`src/hdl/assert_macros.svh`:
```
// Assertion macros for the RTL file that checks itself (edge_list_text_parser.sv).
`ifndef ASSERT_MACROS_SVH
`define ASSERT_MACROS_SVH

// Same-cycle implication, sampled on clk, off while rst_n is low.
`define ASSERT_IMPL(label, ante, cons) \
  label: assert property (@(posedge clk) disable iff (!rst_n) (ante) |-> (cons)) \
    else $error("assertion failed: same-cycle implication");

// Next-cycle implication, sampled on clk, off while rst_n is low.
`define ASSERT_NEXT(label, ante, cons) \
  label: assert property (@(posedge clk) disable iff (!rst_n) (ante) |=> (cons)) \
    else $error("assertion failed: next-cycle implication");

`endif

```
`src/hdl/elp_pkg.sv`:
```
// Shared types and constants of the edge list text parser.
package elp_pkg;

  // characters
  localparam logic [7:0] CHAR_SPACE = 8'h20;
  localparam logic [7:0] CHAR_TAB   = 8'h09;
  localparam logic [7:0] CHAR_CR    = 8'h0D;
  localparam logic [7:0] CHAR_LF    = 8'h0A;
  localparam logic [7:0] CHAR_ZERO  = 8'h30;
  localparam logic [7:0] CHAR_NINE  = 8'h39;

  localparam int RADIX    = 10;
  localparam int OUT_BITS = 32;

  // byte classes carried from front to back
  localparam logic [2:0] CLS_SPACE = 3'd0;
  localparam logic [2:0] CLS_DIGIT = 3'd1;
  localparam logic [2:0] CLS_LF    = 3'd2;
  localparam logic [2:0] CLS_CR    = 3'd3;
  localparam logic [2:0] CLS_OTHER = 3'd4;
  localparam logic [2:0] CLS_EOI   = 3'd5;

  // result kinds
  localparam logic [1:0] KIND_EDGE  = 2'd0;
  localparam logic [1:0] KIND_DONE  = 2'd1;
  localparam logic [1:0] KIND_ERROR = 2'd2;

  typedef struct packed {
    logic [2:0] cls;
    logic [3:0] digit;
  } token_t;

  typedef struct packed {
    logic [1:0]          kind;
    logic [OUT_BITS-1:0] src;
    logic [OUT_BITS-1:0] tgt;
    logic [OUT_BITS-1:0] val;
    logic                last;
  } result_t;

endpackage

```
`src/hdl/elp_front.sv`:
```
// Front end: classifies incoming bytes and queues the tokens for the parser.
module elp_front (
  input  logic           clk,
  input  logic           rst_n,
  input  logic           in_valid,
  output logic           in_stall,
  input  logic [7:0]     in_input_byte,
  input  logic           in_end_of_input,
  output logic           tok_valid,
  output elp_pkg::token_t tok,
  input  logic           tok_take
);
  import elp_pkg::*;

  token_t     q_r [2];
  logic       wr_ptr_r, wr_ptr_nxt;
  logic       rd_ptr_r, rd_ptr_nxt;
  logic [1:0] cnt_r, cnt_nxt;
  token_t     cls_tok;
  logic       push, pop;

  // byte classifier
  always_comb begin
    cls_tok.digit = in_input_byte[3:0];
    if (in_end_of_input) begin
      cls_tok.cls = CLS_EOI;
    end else begin
      unique case (in_input_byte) inside
        CHAR_SPACE, CHAR_TAB:   cls_tok.cls = CLS_SPACE;
        [CHAR_ZERO:CHAR_NINE]:  cls_tok.cls = CLS_DIGIT;
        CHAR_LF:                cls_tok.cls = CLS_LF;
        CHAR_CR:                cls_tok.cls = CLS_CR;
        default:                cls_tok.cls = CLS_OTHER;
      endcase
    end
  end

  assign in_stall  = (cnt_r == 2'd2) | ~rst_n;
  assign push      = in_valid & ~in_stall;
  assign tok_valid = (cnt_r != 2'd0);
  assign pop       = tok_valid & tok_take;
  assign tok       = q_r[rd_ptr_r];

  always_comb begin
    wr_ptr_nxt = wr_ptr_r ^ push;
    rd_ptr_nxt = rd_ptr_r ^ pop;
    cnt_nxt    = cnt_r + {1'b0, push} - {1'b0, pop};
  end

  always_ff @(posedge clk) begin
    if (!rst_n) begin
      wr_ptr_r <= 1'b0;
      rd_ptr_r <= 1'b0;
      cnt_r    <= 2'd0;
    end else begin
      wr_ptr_r <= wr_ptr_nxt;
      rd_ptr_r <= rd_ptr_nxt;
      cnt_r    <= cnt_nxt;
    end
  end

  always_ff @(posedge clk) begin
    if (push) begin
      q_r[wr_ptr_r] <= cls_tok;
    end
  end

endmodule

```
`src/hdl/elp_back.sv`:
```
// Back end: line parser state machine and the result queue.
module elp_back #(
  parameter int NUMBER_BITS = 32
) (
  input  logic             clk,
  input  logic             rst_n,
  input  logic             tok_valid,
  input  elp_pkg::token_t  tok,
  output logic             tok_take,
  output logic             out_valid,
  input  logic             out_stall,
  output elp_pkg::result_t out_res
);
  import elp_pkg::*;

  localparam int NB = NUMBER_BITS;

  localparam logic [1:0] MODE_IDLE = 2'd0;
  localparam logic [1:0] MODE_NUM  = 2'd1;
  localparam logic [1:0] MODE_CR   = 2'd2;

  logic [1:0]    mode_r, mode_nxt;
  logic [NB-1:0] acc_r, acc_nxt;
  logic [1:0]    fields_r, fields_nxt;
  logic [NB-1:0] src_r, src_nxt;
  logic [NB-1:0] tgt_r, tgt_nxt;
  logic          err_r, err_nxt;

  result_t       rq_r [4];
  logic [1:0]    wr_r, wr_nxt;
  logic [1:0]    rd_r, rd_nxt;
  logic [2:0]    ocnt_r, ocnt_nxt;

  logic [NB+3:0] prod;
  logic          ovf;
  logic          is_num;
  logic [1:0]    f_fin;
  logic [NB-1:0] src_fin, tgt_fin;
  logic          do_err, do_edge;
  result_t       res0, res1, edge_res, err_res, done_res;
  logic [1:0]    n_res;
  logic          pop;

  // next accumulator value; overflow when anything lands above NB bits
  assign prod = {4'd0, acc_r} * (NB+4)'(RADIX) + (NB+4)'(tok.digit);
  assign ovf  = |prod[NB+3:NB];

  assign tok_take  = tok_valid & (ocnt_r <= 3'd2);
  assign out_valid = (ocnt_r != 3'd0);
  assign pop       = out_valid & ~out_stall;
  assign out_res   = rq_r[rd_r];

  always_comb begin
    edge_res = '{kind: KIND_EDGE, src: OUT_BITS'(src_r), tgt: OUT_BITS'(tgt_r),
                 val: OUT_BITS'(acc_r), last: 1'b1};
    err_res  = '{kind: KIND_ERROR, src: '0, tgt: '0, val: '0, last: 1'b1};
    done_res = '{kind: KIND_DONE, src: '0, tgt: '0, val: '0, last: 1'b1};
  end

  always_comb begin
    mode_nxt   = mode_r;
    acc_nxt    = acc_r;
    fields_nxt = fields_r;
    src_nxt    = src_r;
    tgt_nxt    = tgt_r;
    err_nxt    = err_r;
    res0       = '0;
    res1       = '0;
    n_res      = 2'd0;
    do_err     = 1'b0;
    do_edge    = 1'b0;
    is_num     = (mode_r == MODE_NUM);
    f_fin      = fields_r;
    src_fin    = src_r;
    tgt_fin    = tgt_r;

    // a digit run ends on any non-digit: file the number
    if (is_num && tok.cls != CLS_DIGIT) begin
      if (fields_r == 2'd0) src_fin = acc_r;
      if (fields_r == 2'd1) tgt_fin = acc_r;
      f_fin = fields_r + 2'd1;
    end

    if (tok_take) begin
      if (tok.cls == CLS_EOI) begin
        mode_nxt   = MODE_IDLE;
        acc_nxt    = '0;
        fields_nxt = 2'd0;
        src_nxt    = '0;
        tgt_nxt    = '0;
        err_nxt    = 1'b0;
        if (err_r) begin
          n_res = 2'd0;
        end else if (mode_r == MODE_CR || (f_fin != 2'd3 && f_fin != 2'd0)) begin
          res0  = err_res;
          n_res = 2'd1;
        end else if (f_fin == 2'd3) begin
          res0      = edge_res;
          res0.last = 1'b0;
          res1      = done_res;
          n_res     = 2'd2;
        end else begin
          res0  = done_res;
          n_res = 2'd1;
        end
      end else if (!err_r) begin
        if (mode_r == MODE_CR) begin
          if (tok.cls == CLS_LF) do_edge = 1'b1;
          else                   do_err  = 1'b1;
        end else if (is_num && tok.cls == CLS_DIGIT) begin
          if (ovf) do_err  = 1'b1;
          else     acc_nxt = prod[NB-1:0];
        end else begin
          mode_nxt   = MODE_IDLE;
          fields_nxt = f_fin;
          src_nxt    = src_fin;
          tgt_nxt    = tgt_fin;
          case (tok.cls)
            CLS_SPACE: ;
            CLS_DIGIT: begin
              if (f_fin == 2'd3) begin
                do_err = 1'b1;  // fourth number on a line
              end else begin
                acc_nxt  = NB'(tok.digit);
                mode_nxt = MODE_NUM;
              end
            end
            CLS_LF:    do_edge  = 1'b1;
            CLS_CR:    mode_nxt = MODE_CR;
            default:   do_err   = 1'b1;
          endcase
        end

        // line end with fewer than three numbers is an error
        if (do_edge && f_fin != 2'd3) begin
          do_edge = 1'b0;
          do_err  = 1'b1;
        end

        if (do_err || do_edge) begin
          res0       = do_err ? err_res : edge_res;
          n_res      = 2'd1;
          mode_nxt   = MODE_IDLE;
          acc_nxt    = '0;
          fields_nxt = 2'd0;
          src_nxt    = '0;
          tgt_nxt    = '0;
          err_nxt    = do_err;
        end
      end
    end

    wr_nxt   = wr_r + n_res;
    rd_nxt   = rd_r + {1'b0, pop};
    ocnt_nxt = ocnt_r + {1'b0, n_res} - {2'd0, pop};
  end

  always_ff @(posedge clk) begin
    if (!rst_n) begin
      mode_r   <= MODE_IDLE;
      acc_r    <= '0;
      fields_r <= 2'd0;
      src_r    <= '0;
      tgt_r    <= '0;
      err_r    <= 1'b0;
      wr_r     <= 2'd0;
      rd_r     <= 2'd0;
      ocnt_r   <= 3'd0;
    end else begin
      mode_r   <= mode_nxt;
      acc_r    <= acc_nxt;
      fields_r <= fields_nxt;
      src_r    <= src_nxt;
      tgt_r    <= tgt_nxt;
      err_r    <= err_nxt;
      wr_r     <= wr_nxt;
      rd_r     <= rd_nxt;
      ocnt_r   <= ocnt_nxt;
    end
  end

  always_ff @(posedge clk) begin
    if (n_res != 2'd0) begin
      rq_r[wr_r] <= res0;
    end
    if (n_res == 2'd2) begin
      rq_r[wr_r + 2'd1] <= res1;
    end
  end

endmodule

```
`src/hdl/edge_list_text_parser.sv`:
```
// Top level of the edge list text parser: front end, token queue, parser back end.
`include "assert_macros.svh"

// Parses a byte stream of "source target value" lines (unsigned decimal, separated
// by spaces or tabs, ended by LF or CR LF) and returns one edge result per complete
// line. A request with in_end_of_input high ends the stream: it returns completion
// (preceded by the last edge when the final line has no line end) or a format
// error, and returns the parser to its reset state for the next stream. A format
// error is reported once; later bytes and the end of input then return no result.
// Throughput is one request per cycle sustained, on both channels, while out_stall
// stays low. An accepted request is classified into a two-entry token queue, which
// the parser reads from; its results are written into the result queue, which
// drives the out_ channel. The per-byte accumulator update (multiply by ten, add
// digit, overflow check on NUMBER_BITS+4 bits) is the loop that sets the clock
// rate. The result queue holds four entries and the parser only takes a token
// while two of them are free, since end of input can return two results (edge,
// then completion; only the final result of a request has out_last_of_run set).
// in_stall is high while the token queue is full and during reset; out_valid
// depends only on the result queue. Numbers wider than 32 bits (NUMBER_BITS
// above 32) come out as their low 32 bits.
module edge_list_text_parser #(
  parameter int NUMBER_BITS = 32
) (
  input  logic        clk,
  input  logic        rst_n,
  input  logic        in_valid,
  output logic        in_stall,
  input  logic [7:0]  in_input_byte,
  input  logic        in_end_of_input,
  output logic        out_valid,
  input  logic        out_stall,
  output logic [1:0]  out_result_kind,
  output logic [31:0] out_source_vertex,
  output logic [31:0] out_target_vertex,
  output logic [31:0] out_edge_value,
  output logic        out_last_of_run
);
  import elp_pkg::*;

  logic    tok_valid;
  logic    tok_take;
  token_t  tok;
  result_t out_res;

  // byte classification and token queue
  elp_front u_front (
    .clk            (clk),
    .rst_n          (rst_n),
    .in_valid       (in_valid),
    .in_stall       (in_stall),
    .in_input_byte  (in_input_byte),
    .in_end_of_input(in_end_of_input),
    .tok_valid      (tok_valid),
    .tok            (tok),
    .tok_take       (tok_take)
  );

  // line parser and result queue
  elp_back #(
    .NUMBER_BITS(NUMBER_BITS)
  ) u_back (
    .clk      (clk),
    .rst_n    (rst_n),
    .tok_valid(tok_valid),
    .tok      (tok),
    .tok_take (tok_take),
    .out_valid(out_valid),
    .out_stall(out_stall),
    .out_res  (out_res)
  );

  assign out_result_kind   = out_res.kind;
  assign out_source_vertex = out_res.src;
  assign out_target_vertex = out_res.tgt;
  assign out_edge_value    = out_res.val;
  assign out_last_of_run   = out_res.last;

  // only the edge of an edge+completion pair is ever a non-final result
  `ASSERT_IMPL(a_nonlast_is_edge, out_valid && !out_last_of_run,
               out_result_kind == KIND_EDGE)

  // completion and error results carry zero vertex and value fields
  `ASSERT_IMPL(a_non_edge_zero, out_valid && out_result_kind != KIND_EDGE,
               out_source_vertex == 32'd0 && out_target_vertex == 32'd0 &&
               out_edge_value == 32'd0)

  // the completion behind a non-final edge is queued together with it
  `ASSERT_NEXT(a_pair_follows, out_valid && !out_stall && !out_last_of_run,
               out_valid && out_result_kind == KIND_DONE)

endmodule
```
`config.mk`:
```
export PLATFORM = sky130hd
export DESIGN_NAME = edge_list_text_parser
export DESIGN_NICKNAME = d
export VERILOG_FILES = /design/src/hdl/elp_pkg.sv /design/src/hdl/elp_front.sv /design/src/hdl/elp_back.sv /design/src/hdl/edge_list_text_parser.sv
export VERILOG_INCLUDE_DIRS = /design/src /design/src/hdl
export SDC_FILE = /design/constraint.sdc
export NUM_CORES = 1
export LEC_CHECK = 0
export BUFFER_PORTS_ARGS = -buffer_cell sky130_fd_sc_hd__buf_4
export CAP_MARGIN = 0
export CORE_UTILIZATION = 60
export DETAILED_ROUTE_END_ITERATION = 8
export PLACE_DENSITY = 0.78
export SLEW_MARGIN = 15
export SYNTH_ARGS = -nofsm -noshare
export SYNTH_HDL_FRONTEND = slang
export SYNTH_HIERARCHICAL = 1
export SYNTH_SLANG_ARGS = --single-unit
```
`constraint.sdc`:
```
create_clock -name clk -period 6.6 [get_ports clk]
set_clock_uncertainty 0.15 [all_clocks]
set_input_delay 0 -clock clk [delete_from_list [all_inputs] [get_ports clk]]
set_output_delay 0 -clock clk [all_outputs]
set_load 0.03 [all_outputs]
```
# Yosys cells after proc, flatten, opt, wreduce, memory -nomap -nowiden

Memories as Yosys holds them, arrays and structs flattened. A register that Yosys moved wholly into a read port is not among the register bits.
Index checks and enable logic that the tools add are counted.

Bits in writable memories: 410
Input port bits: 13
Output and inout bits: 101
Memories: 2
Register bits after elaboration: 112
Logic and storage cells: 170

Memories:

| name        | depth | width | read ports | clocked after Yosys merged registers in | write ports | line            | text |
|---|---|---|---|---|---|---|---|
| u_back.rq_r | 4     | 99    | 1          | 1                                       | 2           | elp_back.sv:29  | `result_t rq_r [4];` |
| u_front.q_r | 2     | 7     | 1          | 1                                       | 1           | elp_front.sv:15 | `token_t q_r [2];` |

Reductions and logical operators: 24
Magnitude comparators: 3
Muxes and demuxes: 88
Equal/unequal tests: 21
Bitwise logic cells: 10
$add $sub $neg: 9
Multiply operators: 1

Operators with widths:

| kind                  | count |
|---|---|
| $mux 99               | 11 |
| $mux 32               | 22 |
| $mux 98               | 2 |
| $add 36x4->36         | 1 |
| $mux 2                | 18 |
| $mul 32x3->35 const B | 1 |
| $mux 1                | 31 |
| $eq 8x4->1 const B    | 3 |
| $reduce_and 6->1      | 3 |
| $pmux 3 s4            | 1 |
| $reduce_bool 3->1     | 4 |
| $eq 2x2->1 const B    | 4 |
| $eq 8x6->1 const B    | 1 |
| $ge 8x6->1 const B    | 1 |
| $le 8x6->1 const B    | 1 |
| $eq 3x2->1 const B    | 2 |
| $ne 3x2->1 const B    | 2 |
| $reduce_bool 2->1     | 3 |
| $logic_and 1x1->1     | 5 |
| $add 2x1->2           | 2 |
| $add 2x1->2 const B   | 2 |
| $and 1x1->1           | 4 |
| $eq 2x1->1 const B    | 2 |
| $ne 2x2->1 const B    | 2 |
| 24 further kinds      | 28 |

# Logic depth before layout (Yosys ltp)

Gate-level depths: netlist of run 1.

Word-level depth: 20
Gate-level depth with buffers: 26
Depth with buffers taken out: 24

# Cells and area by module

Netlist of run 1, hierarchy kept.

Modules (own cells, without submodules):

| module    | area each (sq um) | cells each | times used | seq. area each (sq um) |
|---|---|---|---|---|
| elp_back  | 24155.7           | 2593       | 1          | 10169.8 |
| elp_front | 858.3             | 65         | 1          | 520.5 |

# Worst setup path after synthesis of run 1

OpenSTA, ideal clock, no wires.

Kind: reg-to-reg
From: register u_back.acc_r[1]
To: register u_back.ocnt_r[2]
Period minus slack after synthesis: 5.558 ns
Data arrival time: 5.280 ns
Cell stages (with the launch flop): 24
Data required time: 6.322 ns
Path buffers: 1
Setup time: 0.128 ns
Slack: 1.042 ns
Cell sequence: dfxtp_1 > ha_1 > ha_1 > inv_1 > fa_1 > nand2b_1 > a211oi_2 > o21ai_2 > a31oi_1 > nor4_1 > a311oi_1 > or3b_2 > o311ai_1 > nand4_1 > a31oi_1 > buf_2 > nand2_1 > xnor2_1 > ha_1 > inv_1 > fa_1 > xnor2_1 > xnor2_1 > nor2_1

Cells in the longest elaborated chain, start to end: 17

Ends and longest elaborated chain:

| element                | line            | text |
|---|---|---|
| start, declared        | elp_back.sv:23  | `logic [NB-1:0] acc_r, acc_nxt;` |
| start signal, assigned | elp_back.sv:171 | `acc_r <= acc_nxt;` |
| $mul 32x3->35          | elp_back.sv:45  | `assign prod = {4'd0, acc_r} * (NB+4)'(RADIX) + (NB+4)'(tok.digit);` |
| $add 36x4->36          | elp_back.sv:45  |  |
| $reduce_or 4->1        | elp_back.sv:46  | `assign ovf = \|prod[NB+3:NB];` |
| $mux 1                 | elp_back.sv:111 | `if (ovf) do_err = 1'b1;` |
| $mux 1                 | elp_back.sv:110 | `end else if (is_num && tok.cls == CLS_DIGIT) begin` |
| $mux 1                 | elp_back.sv:107 | `if (mode_r == MODE_CR) begin` |
| $mux 1                 | elp_back.sv:135 | `if (do_edge && f_fin != 2'd3) begin` |
| $mux 1                 | elp_back.sv:106 | `end else if (!err_r) begin` |
| $mux 1                 | elp_back.sv:85  | `if (tok.cls == CLS_EOI) begin` |
| $mux 1                 | elp_back.sv:84  | `if (tok_take) begin` |
| $logic_or 1x1->1       | elp_back.sv:140 | `if (do_err \|\| do_edge) begin` |
| $mux 1                 | elp_back.sv:140 |  |
| $mux 2                 | elp_back.sv:106 |  |
| $mux 2                 | elp_back.sv:85  |  |
| $mux 2                 | elp_back.sv:84  |  |
| $add 3x2->3            | elp_back.sv:155 | `ocnt_nxt = ocnt_r + {1'b0, n_res} - {2'd0, pop};` |
| $sub 3x1->3            | elp_back.sv:155 |  |
| end signal, assigned   | elp_back.sv:178 | `ocnt_r <= ocnt_nxt;` |
| end, declared          | elp_back.sv:32  | `logic [2:0] ocnt_r, ocnt_nxt;` |

Every way passes these cells. The select of a mux whose other input is x is not followed.
A chain may end at the register's enable or synchronous reset.

# Worst setup path in the final report of run 1

Same ends and word-level chain as after synthesis.

==> results.yml, run 1 <==
outcome:
  status: "finished with violations"
  violations: "design-rule violations"
floorplan:
  rows: 74
  die_height_um: 206
  core-area_um2: 41000
  initial_core_util_pct: 61.0
  dieArea_um2: 42500
  die_w_um: 206
  ioPinCount: 114
layout:
  stdcell_count: 3256
  n_antenna_cell: 0
  regArea_um2: 10700
  multi_input_area_um2: 13300
  drive_above_1_share_pct: 15.0
  nets: 2770
  area_delta_synth_final_pct: 12.9
  num-fill-cells: 3112
critical_path:
  crit_path_top_delay_cell: "o311ai_1"
  path_buf_inv: 2
  path_cells: "ha_1, ha_1, inv_1, fa_1, nand2b_1, a211o_1, a21oi_1, o211ai_1, nand2b_1, nor4_4, nand2_1, o311ai_1, nand4_1, a31oi_4, nand2_1, xnor2_1, ha_1, inv_1, fa_1, xnor2_1, xnor2_1, nor2_1"
  r2r-start: "u_back/acc_r[1]"
  slowest_delay_ns: 0.47
  crit_arrival_ns: 6.56
  cp-start-kind: "register"
  required_ns: 6.93
  crit_path_end_kind: "register"
  r2r_cells: 22
  cpLargestDelayFamily: "compound AO/OA/AOI/OAI gates"
  reg2reg_to: "u_back/ocnt_r[2]"
  rrSetupSlack_ns: 0.37
  worstPathMaxFanout: 7
  path_class: "register to register"
hold_path:
  min_to: "u_front/q_r[0][6]"
  min_path_type: "primary input to register"
  whs_path_depth: 3
  min_from: "in_end_of_input"
yosys:
  async_flop_share_pct: 0
  synth-edff-count: 22
  synth_warnings: 6
  synth_area_um2: 25000
  synth_area_per_cell_um2: 9.41
  ys_ff_latch: 523
  syn_nets: 2747
  synth.distinct_cells: 87
  yosysSeqAreaShare_pct: 42.7
  syn_inst: 2658
  synth_ff_type: "dfxtp_1"
clock_tree:
  numClockSinks: 523
  root_buffer: "clkbuf_16"
  cts_tree: "done"
  clkTransAtPathRegs_ns: 0.06
  htree_levels: 2
  clockBufferDepth: 3
  clk-insertion-delay-late_ns: 0.63
  cts_buffers: 53
timing:
  rsz0062_at_grt: "no"
  tightest_slew_ns: 1.16
  clock.fmax_ghz: 0.161
  finalHoldViolations: 0
  slew_violations: 0
  fin_tns_setup_ns: 0
  slew_headroom_pct: 22.8
  setup_viol: 0
  finalCritPeriodShare_pct: 94.3
  finalCriticalPeriod_ns: 6.23
power:
  p_per_area_nw_per_um2: 284
  combPwrFrac_pct: 19.3
  seqPwrFrac_pct: 41.4
  p_sw_w: 0.00251
  swShare_pct: 31.2
  leakage_nw: 11.2
  clkPwrFrac_pct: 39.3
  p_int_w: 0.00552
  ir_drop_uv: 268
grt:
  grt_pass1_vias: 21000
  gr-total-overflow: 0
  grt_pass1_wl_mm: 116
  track_usage_pct: 35.0
  antenna_found_initial: 1
  grt_max_degree: 149
routing:
  wl_per_cell_um: 23.1
  drc: 16
  ant_nets: 0
  drt_first_iter_violations: 2555
  totalWireLength_mm: 75.2
  first_pass_iters: 9
  vias: 21600
  vias_per_cell: 6.63
placed_design:
  dpl.hpwl_mm: 46.6
  io_buffers: 113
  post-place-cells: 3136
  place.gp.congestion: 1.00
flow_run:
  cap_violations: 0
## worst reg2reg max path, cell delays in order (launching register included)
cell      delay (ns)
dfxtp_1         0.39
ha_1            0.31
ha_1            0.16
inv_1           0.06
fa_1            0.45
nand2b_1        0.21
a211o_1         0.34
a21oi_1         0.44
o211ai_1        0.27
nand2b_1        0.27
nor4_4          0.44
nand2_1         0.24
o311ai_1        0.47
nand4_1         0.30
a31oi_4         0.31
nand2_1         0.16
xnor2_1         0.18
ha_1            0.17
inv_1           0.05
fa_1            0.37
xnor2_1         0.17
xnor2_1         0.14
nor2_1          0.05
## layout by cell type (no fill, tap or decap), types with 9 or more instances in the layout
cell type and instances:
dfxtp_1 499, nand2_1 282, o21ai_0 266, nand3_1 215
buf_4 155, a21oi_1 150, nor2_1 146, and2_1 107
a22o_1 101, mux4_2 99, mux2i_1 99, ha_1 73
clkbuf_16 53, inv_1 33, o22ai_1 31, xnor2_1 29
xor2_1 26, o2bb2ai_1 24, dlygate4sd3_1 22, edfxtp_1 22
nor3_1 16, clkbuf_1 14, o211ai_1 12, nand4_1 12
clkbuf_8 11, nor2b_1 11, o21a_1 11, buf_12 11
o21ai_1 9
## stage by stage
stage / area [um^2] / hold WS (ns) / total power (W) / setup slack (ns) / utilization [%]
floorplan: 25000 / -0.0511 / 0.00440 / 1.04 / -
global placement: 26200 / 0.0680 / 0.00489 / 0.552 / 63.8
detailed placement: 26200 / 0.0708 / 0.00490 / 0.344 / 63.8
CTS: 28200 / 0.140 / 0.00802 / 0.318 / 68.8
global route: 28200 / 0.166 / 0.00826 / 0.0430 / 68.9
finish: 28200 / 0.184 / 0.00803 / 0.374 / 68.9
## layer usage
| metal | GRT usage (%) | vias up | routed length, um |
|---|---|---|---|
| met4 | 14.0 | 0 | 2460 |
| met1 | 46.5 | 10600 | 30600 |
| met3 | 5.60 | 152 | 6330 |
| met5 | 0 | - | 0 |
| li1 | - | 9670 | - |
| met2 | 56.9 | 1141 | 35800 |
## sequential cells by signal, indices dropped and copies added (netlist names), named ones only
name,cells
u_back/acc_r,32
u_back/rd_r,2
u_front/q_r,14
u_back/src_r,32
u_back/wr_r,2
u_back/err_r,1
u_back/rq_r,396
u_front/wr_ptr_r,1
u_front/cnt_r,2
u_back/fields_r,2
u_back/mode_r,2
u_front/rd_ptr_r,1
u_back/tgt_r,32
u_back/ocnt_r,3
## final cells by class
class                           instances  area share (%)
Sequential cell                       523            37.9
Timing Repair Buffer                  188            5.68
Tap cell                              532            2.36
Clock inverter                         20            1.09
Inverter                               33           0.439
Multi-Input combinational cell       1882            47.1
Clock buffer                           78            5.42
## logic make-up after synthesis
family,Yosys count,synth area share [%]
AND/OR/NAND/NOR,870,16.7
adder cells (fa/ha/maj),77,3.93
AO/OA/AOI/OAI,674,16.9
buffers and inverters,253,4.53
flip-flops,523,42.7
XOR/XNOR,55,1.93
multiplexers,206,13.2
## power by group through the flow
stage,clock network (W),registers [W],logic (W)
global placement,0,0.00340,0.00150
floorplan,0,0.00331,0.00108
finish,0.00316,0.00333,0.00155
CTS,0.00318,0.00333,0.00151
global route,0.00331,0.00334,0.00162
detailed placement,0,0.00340,0.00150
## worst max path at each step
stage	start	endpoint	slack, ns	depth (start not counted)
4_1_cts	u_back/acc_r[1]	u_back/ocnt_r[2]	0.32	22
6_report	u_back/acc_r[1]	u_back/ocnt_r[2]	0.37	22
2_1_floorplan	u_back/acc_r[1]	u_back/ocnt_r[2]	1.04	23
3_3_place_gp	u_back/acc_r[1]	u_back/ocnt_r[2]	0.55	22
3_5_place_dp	u_back/acc_r[1]	u_back/ocnt_r[2]	0.34	22
5_1_grt	u_back/acc_r[1]	u_back/ocnt_r[2]	0.04	22
## what timing repair did
item | in CTS | in global routing
setup endpoints to repair | 0 | 1
endpoints found under the hold margin | 101 | 0
gates resized for setup | 0 | 2
hold buffers | 22 | 0
buffers inserted | 0 | 0
## cell usage after synthesis, types with 12 or more instances
library cell / count / area, um^2
a21oi_1: 150 / 751
a22o_1: 101 / 885
and2_1: 107 / 669
buf_1: 23 / 86.3
buf_2: 38 / 190
buf_6: 14 / 158
clkbuf_1: 133 / 499
dfxtp_1: 501 / 10000
edfxtp_1: 22 / 661
ha_1: 73 / 913
inv_1: 33 / 124
mux2i_1: 99 / 991
mux4_2: 99 / 2230
nand2_1: 282 / 1060
nand3_1: 215 / 1080
nand4_1: 12 / 75.1
nor2_1: 150 / 563
nor2b_1: 12 / 75.1
nor3_1: 17 / 85.1
o211ai_1: 12 / 90.1
o21ai_0: 266 / 1330
o22ai_1: 31 / 194
o2bb2ai_1: 24 / 210
xnor2_1: 29 / 254
xor2_1: 26 / 228
Note: power is estimated with default switching activity, not from simulation.
==> run 2, diff against run 1 <==
BUFFER_PORTS_ARGS = unset   (was -buffer_cell sky130_fd_sc_hd__buf_4)
DONT_BUFFER_PORTS = 1   (was unset)
MAX_ROUTING_LAYER = met4   (was unset)
PLACE_DENSITY = 0.76   (was 0.78)
SYNTH_HIERARCHICAL = unset   (was 1)
==> run 2 against run 1 <==
  * Largest power group unchanged
  * Critical path type unchanged
  * Area after synthesis is 8.3% lower
  * Final area is 10% lower
  * Combinational power is 18% lower
  * Global-route usage is 0.70 points lower
  * Hold slack worse by 0.13 ns
  * First-iteration DRC count is 34% lower
  * The run now ends clean
  * Register-to-register slack better by 0.18 ns
  * Via count is 17% lower
==> results.yml, run 2 <==
critical_path:
  worstPathMaxFanout: 9
  reg2reg_to: "u_back.ocnt_r[2]"
  crit_arrival_ns: 6.33
  r2r-start: "u_back.acc_r[1]"
  rrSetupSlack_ns: 0.56
  r2r_cells: 21
  cp-start-kind: "register"
  path_class: "register to register"
  crit_path_end_kind: "register"
  required_ns: 6.88
timing:
  slew_violations: 0
  finalCriticalPeriod_ns: 6.04
  tightest_slew_ns: 0.993
  slew_headroom_pct: 33.6
  setup_viol: 0
  finalHoldViolations: 0
  setup_slack_ns: 0.558
  hold_ws_ns: 0.0561
  rsz0062_at_grt: "no"
  fin_tns_setup_ns: 0
  clock.fmax_ghz: 0.166
  finalCritPeriodShare_pct: 91.5
yosys:
  synth_area_per_cell_um2: 11.1
  syn_nets: 2149
  synth.distinct_cells: 84
  synth.top_cells.by_count: "dfxtp_1, a22o_1, nand2_1"
  syn_inst: 2058
  yosys-top-cells-area: "dfxtp_1, a22o_1, mux4_2"
  synth_ff_type: "dfxtp_1"
  synth_warnings: 0
  synth_area_um2: 22900
  yosysSeqAreaShare_pct: 46.6
  synth.largest_area_cell: "dfxtp_1"
  ys_ff_latch: 523
  async_flop_share_pct: 0
  synth-edff-count: 22
  synth_top_area_share_pct: 43.7
  yosys.cell_count.top_type: "dfxtp_1"
grt:
  top_usage_layer: "met2"
  grtUsageMet2_pct: 54.0
  grtUsageMet1_pct: 43.5
  antenna_found_initial: 0
  grt_pass1_vias: 17200
  grt_pass1_wl_mm: 101
  use_met3_pct: 6.44
  track_usage_pct: 34.3
  grt_max_degree: 146
  gr-total-overflow: 0
placed_design:
  dpl.hpwl_mm: 41.2
  place.gp.congestion: 0.945
  io_buffers: 0
  dp_worst_setup_slack_ns: 0.642
routing:
  vias_per_cell: 7.06
  first_pass_iters: 5
  drt_first_iter_violations: 1690
  drc: 0
  wl_per_cell_um: 25.7
  totalWireLength_mm: 65.4
  vias: 17900
  ant_nets: 0
clock_tree:
  clkTransAtPathRegs_ns: 0.06
  root_buffer: "clkbuf_16"
  htree_levels: 2
  cts_buffers: 51
  clockBufferDepth: 3
  clk-insertion-delay-late_ns: 0.57
  ctsResizeCount: 0
  cts_tree: "done"
  numClockSinks: 523
layout:
  final_cell_mix: "dfxtp_1, a22o_1, nand2_1"
  area_delta_synth_final_pct: 10.3
  nets: 2083
  utilization_pct: 67.2
  registers.top_by_ff_count: "u_back.rq_r"
  num-fill-cells: 2839
  drive_above_1_share_pct: 13.1
  n_antenna_cell: 0
  largest_register_ffs: 396
  final_common_cell: "dfxtp_1"
floorplan:
  initial_core_util_pct: 60.9
  dieArea_um2: 39000
  die_w_um: 198
  rows: 71
  core-area_um2: 37700
  die_height_um: 198
  ioPinCount: 114
power:
  p_per_area_nw_per_um2: 300
  leakage_nw: 9.40
  ir_drop_uv: 208
hold_path:
  min_from: "in_input_byte[2]"
  min_path_type: "primary input to register"
  whs_path_depth: 1
  min_to: "u_front.q_r[0][2]"
flow_run:
  cap_violations: 0
outcome:
  status: "finished clean"
## run 2: changes by cell type after synthesis, moves of 97 or more
cell	delta
a21oi_1	-112
a22o_1	+187
a32o_1	+97
nand2_1	-132
nand3_1	-188
nor2_1	-100
o21ai_0	-146
## run 2: repair_timing
action                                 in CTS  in global routing
hold buffers                               16                  0
buffers inserted                            0                  0
endpoints found under the hold margin     117                  0
## run 2: power by group
group	internal (W)	switching, W	total, W
logic	0.000402	0.000869	0.00127
registers	0.00325	0.0000923	0.00334
clock network	0.00175	0.00123	0.00297
## run 2: routing by layer
metal	share of wire (%)	vias up
li1	-	7942
met1	40	9022
met2	47	836
met3	8.6	148
met4	4.0	0
met5	0	-
## run 2: logic make-up (layout without fill, tap and decap cells)
kind of cell | count (synthesis) | count (layout) | share of synthesized area, %
buffers and inverters | 216 | 189 | 3.95
xor gates and xnor gates | 54 | 54 | 2.13
muxes | 110 | 110 | 10.2
adders and majority gates | 78 | 78 | 4.35
AOI/OAI and AO/OA | 717 | 717 | 24.9
DFF | 523 | 523 | 46.6
and+or+nand+nor | 360 | 360 | 7.83
## run 2: layout make-up
cell class / instances / area (um^2) / share of cell area (%)
well taps: 511 / 639 / 2.53
repair buffers: 62 / 711 / 2.81
flip-flops and latches: 523 / 10700 / 42.3
multi-input cells: 1319 / 11400 / 45.0
inverters: 35 / 131 / 0.519
clock inverters: 20 / 225 / 0.890
clock buffers: 72 / 1510 / 5.95
## run 2: critical path, cell delays in order (launching register included)
cell     delay (ns)
dfxtp_1        0.57
ha_1           0.31
ha_1           0.20
inv_1          0.08
fa_1           0.22
nor2b_1        0.09
o31a_1         0.30
o31ai_1        0.61
nand2_1        0.16
xor2_1         0.33
nand4_1        0.26
or4_1          0.59
o21a_1         0.23
o21a_1         0.22
or3_1          0.43
inv_1          0.11
ha_1           0.15
inv_1          0.05
fa_1           0.43
xnor2_1        0.20
xnor2_1        0.16
nor2_1         0.06
## run 2: metrics by stage
stage / instances / instance area, um^2 / power (W)
final: 2542 / 25300 / 0.00759
after global routing: 2542 / 25300 / 0.00784
after CTS: 2542 / 25300 / 0.00759
after detailed placement: 2434 / 23400 / 0.00464
after global placement: 2434 / 23400 / 0.00461
after floorplan: 2058 / 22900 / 0.00429
## run 2: worst max path at each step
stage,start,endpoint,slack [ns]
2_1_floorplan,u_back.acc_r[6],u_back.ocnt_r[2],1.04
3_3_place_gp,u_back.acc_r[6],u_back.ocnt_r[2],0.68
3_5_place_dp,u_back.acc_r[2],u_back.ocnt_r[2],0.64
4_1_cts,u_back.acc_r[2],u_back.ocnt_r[2],0.62
5_1_grt,u_back.acc_r[1],u_back.ocnt_r[2],0.19
6_report,u_back.acc_r[1],u_back.ocnt_r[2],0.56
